==> config.mk <==
export PLATFORM = sky130hd
export DESIGN_NAME = qpht_ctrl
export DESIGN_NICKNAME = d
export VERILOG_FILES = /design/src/sv/qpht_pkg.sv /design/src/sv/qpht_ctrl.sv
export SDC_FILE = /design/constraint.sdc
export NUM_CORES = 1
export LEC_CHECK = 0
export BUFFER_PORTS_ARGS = -buffer_cell sky130_fd_sc_hd__buf_2
export CAP_MARGIN = 25
export CELL_PAD_IN_SITES_DETAIL_PLACEMENT = 2
export CELL_PAD_IN_SITES_GLOBAL_PLACEMENT = 2
export CORE_AREA = 2 2 39 41
export CTS_CLUSTER_DIAMETER = 50
export DETAILED_ROUTE_END_ITERATION = 6
export DIE_AREA = 0 0 41 43
export GPL_ROUTABILITY_DRIVEN = 0
export PLACE_DENSITY = 0.59
export SYNTH_ARGS = -nofsm -noshare
export SYNTH_HDL_FRONTEND = slang
export SYNTH_SLANG_ARGS = --single-unit
==> constraint.sdc <==
create_clock -name clk -period 1.7 [get_ports clk]
set_clock_uncertainty 0.1 [all_clocks]
set_input_delay 0.17 -clock clk [delete_from_list [all_inputs] [get_ports clk]]
set_output_delay 0.17 -clock clk [all_outputs]
set_load 0.01 [all_outputs]
==> src/sv/qpht_pkg.sv <==
// ----------------------------------------------------------------------------
// qpht_pkg
// Shared types and constants of the quadratic probe hash table.
// ----------------------------------------------------------------------------
`default_nettype none

package qpht_pkg;

  localparam int TableDepth = 1024;
  localparam int IdxW       = $clog2(TableDepth);
  localparam int SizeW      = 11;
  localparam int KeyW       = 31;
  localparam int SlotIdxW   = 10;
  localparam int KindW      = 2;
  localparam int StW        = 2;

  localparam logic [SizeW-1:0] SizeReset = SizeW'(1021);

  typedef enum logic [KindW-1:0] {
    KIND_FIND   = 2'd0,
    KIND_INSERT = 2'd1,
    KIND_DELETE = 2'd2,
    KIND_NONE   = 2'd3
  } kind_t;

  typedef enum logic [StW-1:0] {
    ST_EMPTY   = 2'd0,
    ST_LIVE    = 2'd1,
    ST_DELETED = 2'd2,
    ST_UNUSED  = 2'd3
  } slot_st_t;

  // controller to datapath
  typedef struct packed {
    logic load;       // latch request, start key reduction
    logic div_step;   // one restoring division step
    logic probe_rd;   // issue memory read at current probe index
    logic probe_adv;  // advance probe index
    logic commit;     // write back and build result
  } dp_cmd_t;

  // datapath to controller
  typedef struct packed {
    logic div_done;
    logic stop;       // probed slot ends the walk
    logic limit;      // last allowed probe
  } dp_sts_t;

endpackage

`default_nettype wire

==> src/sv/qpht_ctrl.sv <==
// ----------------------------------------------------------------------------
// qpht_ctrl
// Sequencer: clearing pass, key reduction, probe walk, commit, result hold.
// ----------------------------------------------------------------------------
`default_nettype none

module qpht_ctrl (
  input  wire logic              clk,
  input  wire logic              rst_n,
  input  wire logic              in_valid,
  output logic                   in_ready,
  output logic                   out_valid,
  input  wire logic              out_ready,
  input  wire logic              clr_done,
  output qpht_pkg::dp_cmd_t      cmd,
  input  wire qpht_pkg::dp_sts_t sts
);

  typedef enum logic [2:0] {
    S_CLEAR, S_IDLE, S_DIV, S_READ, S_CHECK, S_DONE
  } state_t;

  state_t state_r, state_nxt;
  logic   out_valid_r, out_valid_nxt;

  // next state
  always_comb begin
    state_nxt     = state_r;
    out_valid_nxt = out_valid_r;
    cmd           = '0;
    if (out_valid_r && out_ready) out_valid_nxt = 1'b0;
    unique case (state_r)
      S_CLEAR: if (clr_done) state_nxt = S_IDLE;
      S_IDLE: begin
        if (in_valid) begin
          cmd.load  = 1'b1;
          state_nxt = S_DIV;
        end
      end
      S_DIV: begin
        if (sts.div_done) begin
          cmd.probe_rd = 1'b1;
          state_nxt    = S_CHECK;
        end else begin
          cmd.div_step = 1'b1;
        end
      end
      S_READ: begin
        cmd.probe_rd = 1'b1;
        state_nxt    = S_CHECK;
      end
      S_CHECK: begin
        if (sts.stop || sts.limit) begin
          state_nxt = S_DONE;
        end else begin
          cmd.probe_adv = 1'b1;
          state_nxt     = S_READ;
        end
      end
      S_DONE: begin
        // result register free: commit and show
        if (!out_valid_r || out_ready) begin
          cmd.commit    = 1'b1;
          out_valid_nxt = 1'b1;
          state_nxt     = S_IDLE;
        end
      end
      default: state_nxt = S_IDLE;
    endcase
  end

  // state and registered outputs
  always_ff @(posedge clk) begin
    if (!rst_n) begin
      state_r     <= S_CLEAR;
      out_valid_r <= 1'b0;
    end else begin
      state_r     <= state_nxt;
      out_valid_r <= out_valid_nxt;
    end
  end

  assign in_ready  = (state_r == S_IDLE);
  assign out_valid = out_valid_r;

endmodule

`default_nettype wire

* Yosys cells after proc, flatten, opt, wreduce, memory -nomap -nowiden *
Index checks and enable logic that the tools add are counted.

word-level totals
  flip-flop bits (word level) = 4
  input port bits = 8
  logic and storage cells = 36
  output and inout port bits = 7

operators by class
  mux-type cells = 19
  reduce and logical (&&, ||, !) cells = 6
  equal/unequal tests = 9

operators by type and width
  kind                number
  $pmux 3 s6          1
  $mux 3              5
  $mux 1              12
  $ne 2x2->1 const B  4
  $eq 3x2->1 const B  2
  $eq 3x3->1 const B  2
  $reduce_and 4->1    1
  $eq 3x1->1 const B  1
  $logic_not 3->1     1
  $logic_or 1x1->1    2
  $pmux 1 s2          1
  $logic_and 1x1->1   1
  $logic_not 1->1     1

* Longest topological paths before layout *
Gate-level depths: netlist of the first run.

  depth after elaboration = 4
  gate-level depth with buffers = 3
  mapped depth without buffers = 3

* Least setup slack after synthesis of the first run *
No wires, ideal clock.

  kind = reg-to-reg
  start = reg state_r[0]
  end = reg state_r[1]
  setup slack = 386 ps
  path buffers = 0
  library setup time = 60 ps
  cell stages (with the launch flop) = 4
  period minus slack after synthesis = 1314 ps
  arrival time = 1154 ps
  required time = 1540 ps
  cell sequence = dfxtp_1 or3_4 nor3b_2 o31a_1

between the ends
  longest elaborated chain between the ends = 3
  elaborated cells between the ends (all ways) = 12
  those cells by class = 9 x eq/ne; 1 x mux; 2 x reduce/logical

ends and longest elaborated chain
  item                                      line             source
  from (decl)                               qpht_ctrl.sv:23  state_t state_r, state_nxt;
  from (signal assigned)                    qpht_ctrl.sv:78  state_r <= state_nxt;
  $eq 3x3->1, or another cell as far along  qpht_ctrl.sv:32  unique case (state_r)
  $ne 2x2->1 (no source line)               --
  $reduce_and 4->1 (no source line)         --

Parallel ways exist; a longest one is shown, timed or not.
A chain may end at the register's enable or synchronous reset.

==> implementation parameters, run 1 <==
Parameter                              Value

Run
  Max-Cap Viols ... 0

Timing
  Transition at the pin with the smallest max-transition slack ... 0.2582 ns
  Achievable clock frequency ... 613.4 MHz
  Final setup violating endpoints ... 0
  Max-slew violation total from the final report ... 0
  Post-route minimum period ... 1.630 ns
  Unrepaired setup endpoints after global routing ... no
  Max-slew headroom ... 82.66%
  Final worst setup slack ... 0.06975 ns
  Fin crit share ... 95.90%
  Hold Fails Final Rpt ... 0
  Accumulated negative setup slack ... 0 ns

Pwr
  Power per standard cell area ... 809.4 nW/um^2
  Part of the power in registers ... 40.2%
  Internal Power ... 0.0002039 W
  Net switching fraction of the power ... 25.72%
  Gate power share ... 15.9%
  Peak supply drop ... 0.3725 mV
  Clock network power share ... 43.9%
  Reported leakage power ... 0.1596 nW
  Total net switching power ... 0.00007058 W

Worst setup path
  Worst path bufs/invs ... 1
  Cell family with most CP delay ... simple AND/OR/NAND/NOR gates
  Sort of element at the end of the critical path ... output port
  Worst stage delay on the critical path ... 0.41 ns
  Slack of the worst reg-to-reg path ... 0.33 ns
  Cell depth of the worst flop-to-flop path ... 3
  Critical path launch point type ... flip-flop
  Critical-path maximum fanout ... 8
  Endpoint arrival time on the critical path ... 1.36 ns
  Logic depth of the worst path, buffers included ... 3
  Critical path's slowest cell ... sky130_fd_sc_hd__or3_4
  Cell Chain, Critical Path ... or3_4 -> nor3b_4 -> buf_2
  Type of the setup path with the least slack ... reg -> out
  WP data required ... 1.43 ns

Clock tree
  Maximum level of the CTS H-tree ... 1
  Number of sinks handled by clock tree synthesis ... 4
  Cell at the root of the clock tree ... sky130_fd_sc_hd__clkbuf_4
  Buffers from clock root to sink, at most ... 2
  Clock-pin slew on the worst setup and hold paths ... 0.04 ns
  Total of hold buffers inserted after clock tree synthesis ... 0
  TritonCTS clock tree ... done
  CTS buffer count ... 3
  Clock latency at the later pin of the worst-skew pair ... 0.24 ns

Synth
  Top cells by area, synth ... sky130_fd_sc_hd__dfxtp_1 37%, sky130_fd_sc_hd__nor3b_2 11%, sky130_fd_sc_hd__nand2b_1 5.7%
  Post-synthesis share of cell area spent on xor and xnor gates ... 0%
  Post-synthesis compound-gate area fraction ... 18.29%
  Post-synthesis adder-cell area fraction ... 0%
  Post-synthesis simple-gate area fraction ... 45.14%
  Cell taking the most area after synthesis ... sky130_fd_sc_hd__dfxtp_1
  Cell count after synthesis ... 23
  Register bit count reported by yosys ... 4
  Cell area after synthesis ... 219.0 sq um
  Largest family of logic cells by synthesized area ... simple AND/OR/NAND/NOR gates
  Synthesized netlist net count ... 31
  Mux share of post-synthesis cell area ... 0%
  Number of warnings reported in the yosys synthesis log ... 0
  Sequential cell area fraction in the yosys report ... 36.57%
  Number of unique standard cell types used by synthesis ... 16
  Synthesized area divided by synthesized cell count ... 9.520 sq um
  Top-area cell type share of the netlist area ... 36.57%

Routing
  Detailed-router iteration count before antenna repair ... 2
  Detail-routed via count per cell ... 4.411
  DRC viols ... 0
  Drt first-iter violations ... 2
  Post-detailed-route wirelength per cell ... 11.86 microns
  Antenna-violating nets left ... 0
  Overall via count from detail_route ... 247
  Final wirelength ... 664 microns

Die
  Die height ... 43 microns
  Cell Rows ... 14
  Floorplan die area ... 1763 sq um
  Initial cell density of the core ... 15.82%
  Overall die width ... 41 microns
  # IOs ... 15
  Core outline area ... 1384 sq um

Placed design
  Placed instance area ... 309.0 sq um
  Worst setup slack before clock tree synthesis ... 0.2707 ns
  Total of buffers placed on input and output ports ... 14
  Placed wire-length estimate ... 518.8 microns

Finish
  Seq. cell area ... 81.33 sq um
  Fillers ... 167
  Total number of nets in the final design ... 50
  Fraction of final layout cells sized beyond drive strength 1 ... 52.50%
  Commonest non-fill, non-tap cells in the layout ... 14 x sky130_fd_sc_hd__buf_2, 3 x sky130_fd_sc_hd__nor2_1, 3 x sky130_fd_sc_hd__clkbuf_4, 3 x sky130_fd_sc_hd__dfxtp_1, 2 x sky130_fd_sc_hd__nand2b_1
  Number of diodes added for antenna fixing ... 0
  Area Overhead vs Synth ... 54.86%
  Most common cell after layout, fill and taps aside ... sky130_fd_sc_hd__buf_2
  Area of all placed cells without fillers ... 339.1 sq um
  Combined area of the multi-input logic cells ... 145.1 sq um

Hold path
  Class of the tightest hold or removal check ... in -> reg
  Number of cells on the worst hold path ... 2

GRT
  Largest net degree at the start of global routing ... 9
  Wire length of the first global-routing pass ... 1069 microns
  Via count of the first global-routing pass ... 260
  Initial antenna violation count ... 0
  Global route total overflow ... 0
  Tot GR Track Use ... 10.03%

Run status
  Outcome ... finished, final reports clean
stage by stage:
step / std cells / total power (W) / utilization, % / hold slack (ns)
floorplan: 23 / 0.0001322 / - / 0.1877
global placement: 53 / 0.0001520 / 22.33 / 0.3539
detailed placement: 53 / 0.0001538 / 22.33 / 0.3597
CTS: 56 / 0.0002816 / 23.96 / 0.1026
global route: 56 / 0.0002989 / 24.50 / 0.1035
finish: 56 / 0.0002745 / 24.50 / 0.1100
flip-flops by register name, indices dropped and copies added, names as in the netlist:
register / cells
state_r: 3
out_valid: 1
kinds of logic after synthesis:
family             count (synthesis)
AOI/OAI and AO/OA                  5
and+or+nand+nor                   14
DFF                                4
what timing repair did:
| action | 4_1_cts | 5_1_grt |
|---|---|---|
| setup buffers | 0 | 0 |
| resized for setup | 0 | 2 |
| setup endpoints to repair | 0 | 1 |
| hold endpoints to repair | 0 | 0 |
cell type report:
cell class / count / share of cell area [%]
flip-flops and latches: 4 / 23.99
multi-input cells: 19 / 42.80
repair buffers: 14 / 20.66
well taps: 16 / 5.904
clock buffers: 3 / 6.642
worst register-to-register path: cells and delay by family, from the launching register on:
kind | cells | cell delay [ns]
flip-flops | 1 | 0.35
AO/OA/AOI/OAI | 1 | 0.19
AND/OR/NAND/NOR | 2 | 0.61
routing by layer:
metal | vias up | track usage (%) | routed length [microns]
met2 | 12 | 12.19 | 310
met1 | 115 | 11.86 | 281
li1 | 120 | - | -
met3 | 0 | 9.424 | 72
met4 | 0 | 4.000 | 0
met5 | - | 0 | 0
path summary, 6_finish.rpt:
path                                  from    endpoint
worst max-delay path            state_r[0]      cmd[1]
worst min-delay path                 rst_n  state_r[0]
worst max register to register  state_r[0]  state_r[2]
worst min register to register   out_valid   out_valid
cells in the mapped netlist:
cell type,count
sky130_fd_sc_hd__a22o_1,1
sky130_fd_sc_hd__nor3_1,1
sky130_fd_sc_hd__nor2_1,3
sky130_fd_sc_hd__and2_1,1
sky130_fd_sc_hd__nand2b_1,2
sky130_fd_sc_hd__a21boi_1,1
sky130_fd_sc_hd__and4b_1,1
sky130_fd_sc_hd__o31a_1,1
sky130_fd_sc_hd__nor3b_2,2
sky130_fd_sc_hd__a211oi_1,1
sky130_fd_sc_hd__nand3b_1,1
sky130_fd_sc_hd__o21a_1,1
sky130_fd_sc_hd__dfxtp_1,4
sky130_fd_sc_hd__nor2b_1,1
sky130_fd_sc_hd__nand2_1,1
sky130_fd_sc_hd__or3_4,1
power by group through the flow:
stage	registers [W]	clock network [W]	logic (W)
after detailed placement	0.000111	0	0.0000431
after floorplan	0.000108	0	0.0000245
after global routing	0.000112	0.000138	0.0000493
final	0.000110	0.000120	0.0000435
after CTS	0.000109	0.000129	0.0000435
after global placement	0.000110	0	0.0000423
Note: power is estimated with default switching activity, not from simulation.
==> inputs of run 2 (changes only) <==
- clock period: 1.7 -> 1.78 ns (I/O delays scaled with it)
==> run 2 against run 1 <==
  * Final area down 2.2%
  * Worst setup slack improved by 0.027 ns
  * Register-to-register slack better by 0.06 ns
  * Critical endpoint unchanged
  * Sequential cell count is the same
  * Non-clock buffer count stayed put
  * Largest power group unchanged
  * Clock power fell by 5%
  * Via count down 0.40%
  * Critical path depth is the same
  * Sequential power fell by 5%
  * Die area is the same
==> implementation parameters, run 2 (synthesis gave the netlist of run 1 again) <==
Parameter                              Value

Clock tree
  Buffers from clock root to sink, at most ... 2 (unchanged)
  Number of buffers inserted to repair setup after CTS ... 0 (unchanged)
  Total of hold buffers inserted after clock tree synthesis ... 0 (unchanged)
  Number of sinks handled by clock tree synthesis ... 4 (unchanged)
  CTS buffer count ... 3 (unchanged)
  Cell at the root of the clock tree ... sky130_fd_sc_hd__clkbuf_4
  TritonCTS clock tree ... done
  Count of instances resized after the clock tree is built ... 0 (unchanged)
  Clock-pin slew on the worst setup and hold paths ... 0.04 ns (about the same)
  Maximum level of the CTS H-tree ... 1 (unchanged)
  Clock latency at the later pin of the worst-skew pair ... 0.24 ns (about the same)

Worst setup path
  Type of the setup path with the least slack ... reg -> out
  Reg-to-Reg End ... state_r[2]
  Crit Reg-Reg Startpoint ... state_r[0]
  Critical-path maximum fanout ... 8 (unchanged)
  Sort of element at the end of the critical path ... output port
  WP data required ... 1.50 ns (+0.07 ns)
  Endpoint arrival time on the critical path ... 1.41 ns (+0.05 ns)
  Slack of the worst reg-to-reg path ... 0.39 ns (+0.06 ns)
  Cell depth of the worst flop-to-flop path ... 3 (unchanged)
  Critical path launch point type ... flip-flop

Timing
  Accumulated negative setup slack ... 0 ns (unchanged)
  Unrepaired setup endpoints after global routing ... no
  Max-slew violation total from the final report ... 0 (unchanged)
  Max-slew headroom ... 82.06% (-0.59 points)
  Hold Fails Final Rpt ... 0 (unchanged)
  Post-route minimum period ... 1.683 ns
  Fin crit share ... 94.58%
  Transition at the pin with the smallest max-transition slack ... 0.2670 ns (+0.008841 ns)
  Achievable clock frequency ... 594.0 MHz
  Final setup violating endpoints ... 0 (unchanged)

Die
  # IOs ... 15 (unchanged)
  Initial cell density of the core ... 15.82% (unchanged)
  Cell Rows ... 14 (unchanged)
  Floorplan die area ... 1763 sq um (unchanged)
  Die height ... 43 microns (unchanged)
  Overall die width ... 41 microns (unchanged)
  Core outline area ... 1384 sq um (unchanged)

Finish
  Total number of nets in the final design ... 50 (unchanged)
  Fillers ... 170 (+1.8%)
  Number of diodes added for antenna fixing ... 0 (unchanged)
  Largest register FFs ... 3 (unchanged)
  Most common cell after layout, fill and taps aside ... sky130_fd_sc_hd__buf_2
  Commonest non-fill, non-tap cells in the layout ... 14 x sky130_fd_sc_hd__buf_2, 4 x sky130_fd_sc_hd__dfxtp_1, 3 x sky130_fd_sc_hd__nor2_1, 3 x sky130_fd_sc_hd__clkbuf_4
  Fraction of final layout cells sized beyond drive strength 1 ... 50.00% (-2.5 points)
  Area Overhead vs Synth ... 51.43%
  Register containing the most flip-flops in the final layout ... state_r

GRT
  Tot GR Track Use ... 10.03% (unchanged)
  Wire length of the first global-routing pass ... 1069 microns (unchanged)
  Via count of the first global-routing pass ... 260 (unchanged)
  Initial antenna violation count ... 0 (unchanged)
  Global route total overflow ... 0 (unchanged)
  Largest net degree at the start of global routing ... 9 (unchanged)

Hold path
  Hold path startpoint ... rst_n
  Hold Path End ... state_r[1]
  Number of cells on the worst hold path ... 2 (unchanged)
  Class of the tightest hold or removal check ... in -> reg

Pwr
  Power per standard cell area ... 781.2 nW/um^2 (-3.5%)
  Peak supply drop ... 0.3526 mV (-5.3%)
  Overall power ... 0.0002590 W (-5.6%)
  Reported leakage power ... 0.1584 nW (-0.71%)

Routing
  DRC viols ... 0 (unchanged)
  Detail-routed via count per cell ... 4.393 (-0.40%)
  Detailed-router iteration count before antenna repair ... 2 (unchanged)
  Overall via count from detail_route ... 246 (-0.40%)
  Drt first-iter violations ... 2 (unchanged)
  Final wirelength ... 646 microns (-2.7%)
  Antenna-violating nets left ... 0 (unchanged)
  Post-detailed-route wirelength per cell ... 11.54 microns (-2.7%)

Placed design
  Total of buffers placed on input and output ports ... 14 (unchanged)
  Placed wire-length estimate ... 518.8 microns (unchanged)

Run
  Max-Cap Viols ... 0 (unchanged)

Run status
  Outcome ... finished, final reports clean
-- run 2: final cells by class --
| type | count | area, sq um | area share [%] |
|---|---|---|---|
| Multi-Input combinational cell | 19 | 138.9 | 41.89 |
| Sequential cell | 4 | 80.08 | 24.15 |
| Timing Repair Buffer | 14 | 70.07 | 21.13 |
| Clock buffer | 3 | 22.52 | 6.792 |
| Tap cell | 16 | 20.02 | 6.038 |
-- run 2: worst max-delay path by stage --
stage,start,to,slack [ns],cells after the start
after floorplan,state_r[0],state_r[1],0.47,3
after global placement,state_r[0],cmd[1],0.41,3
after detailed placement,state_r[0],cmd[1],0.34,3
after CTS,state_r[0],cmd[1],0.08,3
after global routing,state_r[0],cmd[1],0.01,3
final,state_r[0],cmd[1],0.1,3
-- run 2: power breakdown --
part / total (W) / internal [W] / switching, W / leakage [nW]
logic: 0.0000404 / 0.0000229 / 0.0000175 / 0.112
clock network: 0.000114 / 0.0000755 / 0.0000389 / 0.0138
registers: 0.000104 / 0.0000951 / 0.00000903 / 0.0326
-- run 2: worst max-delay path, stage by stage (launching register included) --
cell	delay [ns]
sky130_fd_sc_hd__dfxtp_1	0.37
sky130_fd_sc_hd__or3_4	0.42
sky130_fd_sc_hd__nor3b_2	0.21
sky130_fd_sc_hd__buf_2	0.17
-- run 2: metal layers --
layer  global-route usage, %  wire [microns]
met1                   11.86             273
met2                   12.19             300
met3                   9.424              72
met4                   4.000               0
met5                       0               0
-- run 2: through the flow --
stage	hold WS, ns	cell area (sq um)	util, %	setup WS, ns	std cells
after floorplan	0.1957	219.0	-	0.4660	23
after global placement	0.3619	309.0	22.33	0.4079	53
after detailed placement	0.3677	309.0	22.33	0.3427	53
after CTS	0.1106	331.6	23.96	0.07901	56
after global routing	0.1128	331.6	23.96	0.01404	56
final	0.1186	331.6	23.96	0.09654	56
==> inputs of run 3 (changes only) <==
- BUFFER_PORTS_ARGS: -buffer_cell sky130_fd_sc_hd__buf_2 -> -buffer_cell sky130_fd_sc_hd__buf_4
==> run 3 against run 2 <==
  * Sequential cell count is the same
  * Global-route usage fell by 0.31 points
  * First-iteration DRC count rose by 50%
  * Count of clock-buffer cells in the layout unchanged
  * Cell count unchanged
  * Utilization increased by 2.5 points
  * Die area did not move
  * Sequential share of layout area fell by 2.3 points
  * Sequential power barely moved
  * Hold slack lost 0.026 ns
  * Non-clock buffer count unchanged
  * Register-to-register slack about the same
  * Largest power group unchanged
  * Highest routed layer unchanged
==> implementation parameters, run 3 (synthesis gave the netlist of run 1 again) <==
Parameter                              Value

Timing
  Achievable clock frequency ... 601.0 MHz (+1.2%)
  Final worst setup slack ... 0.1161 ns (+0.01952 ns)
  Fin crit share ... 93.48% (-1.1 points)
  Unrepaired setup endpoints after global routing ... no
  Post-route minimum period ... 1.664 ns (-0.01952 ns)
  Max-slew violation total from the final report ... 0 (unchanged)
  Final setup violating endpoints ... 0 (unchanged)
  Max-slew headroom ... 82.75% (+0.68 points)
  Transition at the pin with the smallest max-transition slack ... 0.2568 ns (-0.01018 ns)
  Hold Fails Final Rpt ... 0 (unchanged)
  Accumulated negative setup slack ... 0 ns (unchanged)

Worst setup path
  Cell family with most CP delay ... simple AND/OR/NAND/NOR gates
  Critical-path maximum fanout ... 8 (unchanged)
  Worst path bufs/invs ... 1 (unchanged)
  Critical path launch point type ... flip-flop
  Sort of element at the end of the critical path ... output port
  Critical path's slowest cell ... sky130_fd_sc_hd__or3_4
  Endpoint arrival time on the critical path ... 1.39 ns (-0.02 ns)
  WP data required ... 1.50 ns (about the same)
  Cell Chain, Critical Path ... or3_4 -> nor3b_2 -> buf_4
  Type of the setup path with the least slack ... reg -> out
  Worst stage delay on the critical path ... 0.42 ns (about the same)

Placed design
  Worst setup slack before clock tree synthesis ... 0.3390 ns (-0.003743 ns)
  Total of buffers placed on input and output ports ... 14 (unchanged)
  Number of placed instances with taps included ... 53 (unchanged)
  Placed wire-length estimate ... 552.4 microns (+6.5%)

Finish
  Total number of nets in the final design ... 50 (unchanged)
  Most common cell after layout, fill and taps aside ... sky130_fd_sc_hd__buf_4
  Fraction of final layout cells sized beyond drive strength 1 ... 50.00% (unchanged)
  Largest register FFs ... 3 (unchanged)
  Fillers ... 159 (-6.5%)
  Number of diodes added for antenna fixing ... 0 (unchanged)
  Commonest non-fill, non-tap cells in the layout ... 14 x sky130_fd_sc_hd__buf_4, 4 x sky130_fd_sc_hd__dfxtp_1, 3 x sky130_fd_sc_hd__nor2_1, 3 x sky130_fd_sc_hd__clkbuf_4
  Number of non-filler instances in the completed layout ... 56 (unchanged)
  Register containing the most flip-flops in the final layout ... state_r
  Area Overhead vs Synth ... 67.43%

Die
  # IOs ... 15 (unchanged)
  Overall die width ... 41 microns (unchanged)
  Die height ... 43 microns (unchanged)
  Initial cell density of the core ... 15.82% (unchanged)
  Cell Rows ... 14 (unchanged)
  Floorplan die area ... 1763 sq um (unchanged)
  Core outline area ... 1384 sq um (unchanged)

Clock tree
  Maximum level of the CTS H-tree ... 1 (unchanged)
  CTS buffer count ... 3 (unchanged)
  TritonCTS clock tree ... done
  Clock latency at the later pin of the worst-skew pair ... 0.24 ns (about the same)
  Count of instances resized after the clock tree is built ... 0 (unchanged)
  Total of hold buffers inserted after clock tree synthesis ... 0 (unchanged)
  Number of buffers inserted to repair setup after CTS ... 0 (unchanged)
  Clock-pin slew on the worst setup and hold paths ... 0.04 ns (about the same)
  Number of sinks handled by clock tree synthesis ... 4 (unchanged)
  Cell at the root of the clock tree ... sky130_fd_sc_hd__clkbuf_4
  Buffers from clock root to sink, at most ... 2 (unchanged)

GRT
  Via count of the first global-routing pass ... 251 (-3.5%)
  Wire length of the first global-routing pass ... 1055 microns (-1.3%)
  Initial antenna violation count ... 0 (unchanged)
  Global route total overflow ... 0 (unchanged)
  Tot GR Track Use ... 9.719% (-0.31 points)
  Largest net degree at the start of global routing ... 9 (unchanged)

Run
  Max-Cap Viols ... 0 (unchanged)

Hold path
  Class of the tightest hold or removal check ... in -> reg

Run status
  Outcome ... finished, final reports clean

Routing
  Antenna-violating nets left ... 0 (unchanged)
  Final wirelength ... 667 microns (+3.3%)
  Overall via count from detail_route ... 240 (-2.4%)
  Detail-routed via count per cell ... 4.286 (-2.4%)
  DRC viols ... 0 (unchanged)
  Detailed-router iteration count before antenna repair ... 2 (unchanged)
  Post-detailed-route wirelength per cell ... 11.91 microns (+3.3%)
  Drt first-iter violations ... 3 (+1)

Pwr
  Peak supply drop ... 0.2792 mV (-21%)
  Reported leakage power ... 0.1644 nW (+3.8%)
  Power per standard cell area ... 740.3 nW/um^2 (-5.2%)
  Overall power ... 0.0002714 W (+4.8%)
-- run 3: cell type report --
cell class / instances / area (sq um) / area share (%)
flip-flops and latches: 4 / 80.08 / 21.84
well taps: 16 / 20.02 / 5.461
multi-input cells: 19 / 138.9 / 37.88
repair buffers: 14 / 105.1 / 28.67
clock buffers: 3 / 22.52 / 6.143
-- run 3: per-layer routing --
layer  track usage, %  up-vias  share of wire, %
met5                0        -                 0
met4            8.000        0                 0
met3            5.236        0               8.4
met2            11.56       11                48
met1            12.14      111                43
li1                 -      118                 -
-- run 3: metrics by stage --
stage / instance area (sq um) / hold slack, ns / util (%)
floorplan: 219.0 / 0.1957 / -
global placement: 344.1 / 0.3261 / 24.86
detailed placement: 344.1 / 0.3429 / 24.86
CTS: 366.6 / 0.09004 / 26.49
global route: 366.6 / 0.09118 / 26.49
finish: 366.6 / 0.09230 / 26.49
-- run 3: worst register-to-register path, stage by stage (launching register included) --
cell and delay [ns]:
sky130_fd_sc_hd__dfxtp_1 0.37, sky130_fd_sc_hd__or3_4 0.42, sky130_fd_sc_hd__and4b_1 0.20, sky130_fd_sc_hd__a22o_1 0.19
-- run 3: path summary, 6_finish.rpt --
check	startpoint	end	slack (ns)	cells past startpoint
hold / removal	rst_n	state_r[0]	0.09	2
hold reg to reg	out_valid	out_valid	0.42	2
setup / recovery	state_r[0]	cmd[1]	0.12	3
setup reg to reg	state_r[0]	state_r[2]	0.40	3
-- run 3: report_power, final --
part / switching, W / internal [W] / total [W] / leakage (nW)
clock: 0.0000432 / 0.0000758 / 0.000119 / 0.0138
combinational: 0.0000178 / 0.0000307 / 0.0000484 / 0.118
sequential: 0.00000890 / 0.0000950 / 0.000104 / 0.0326
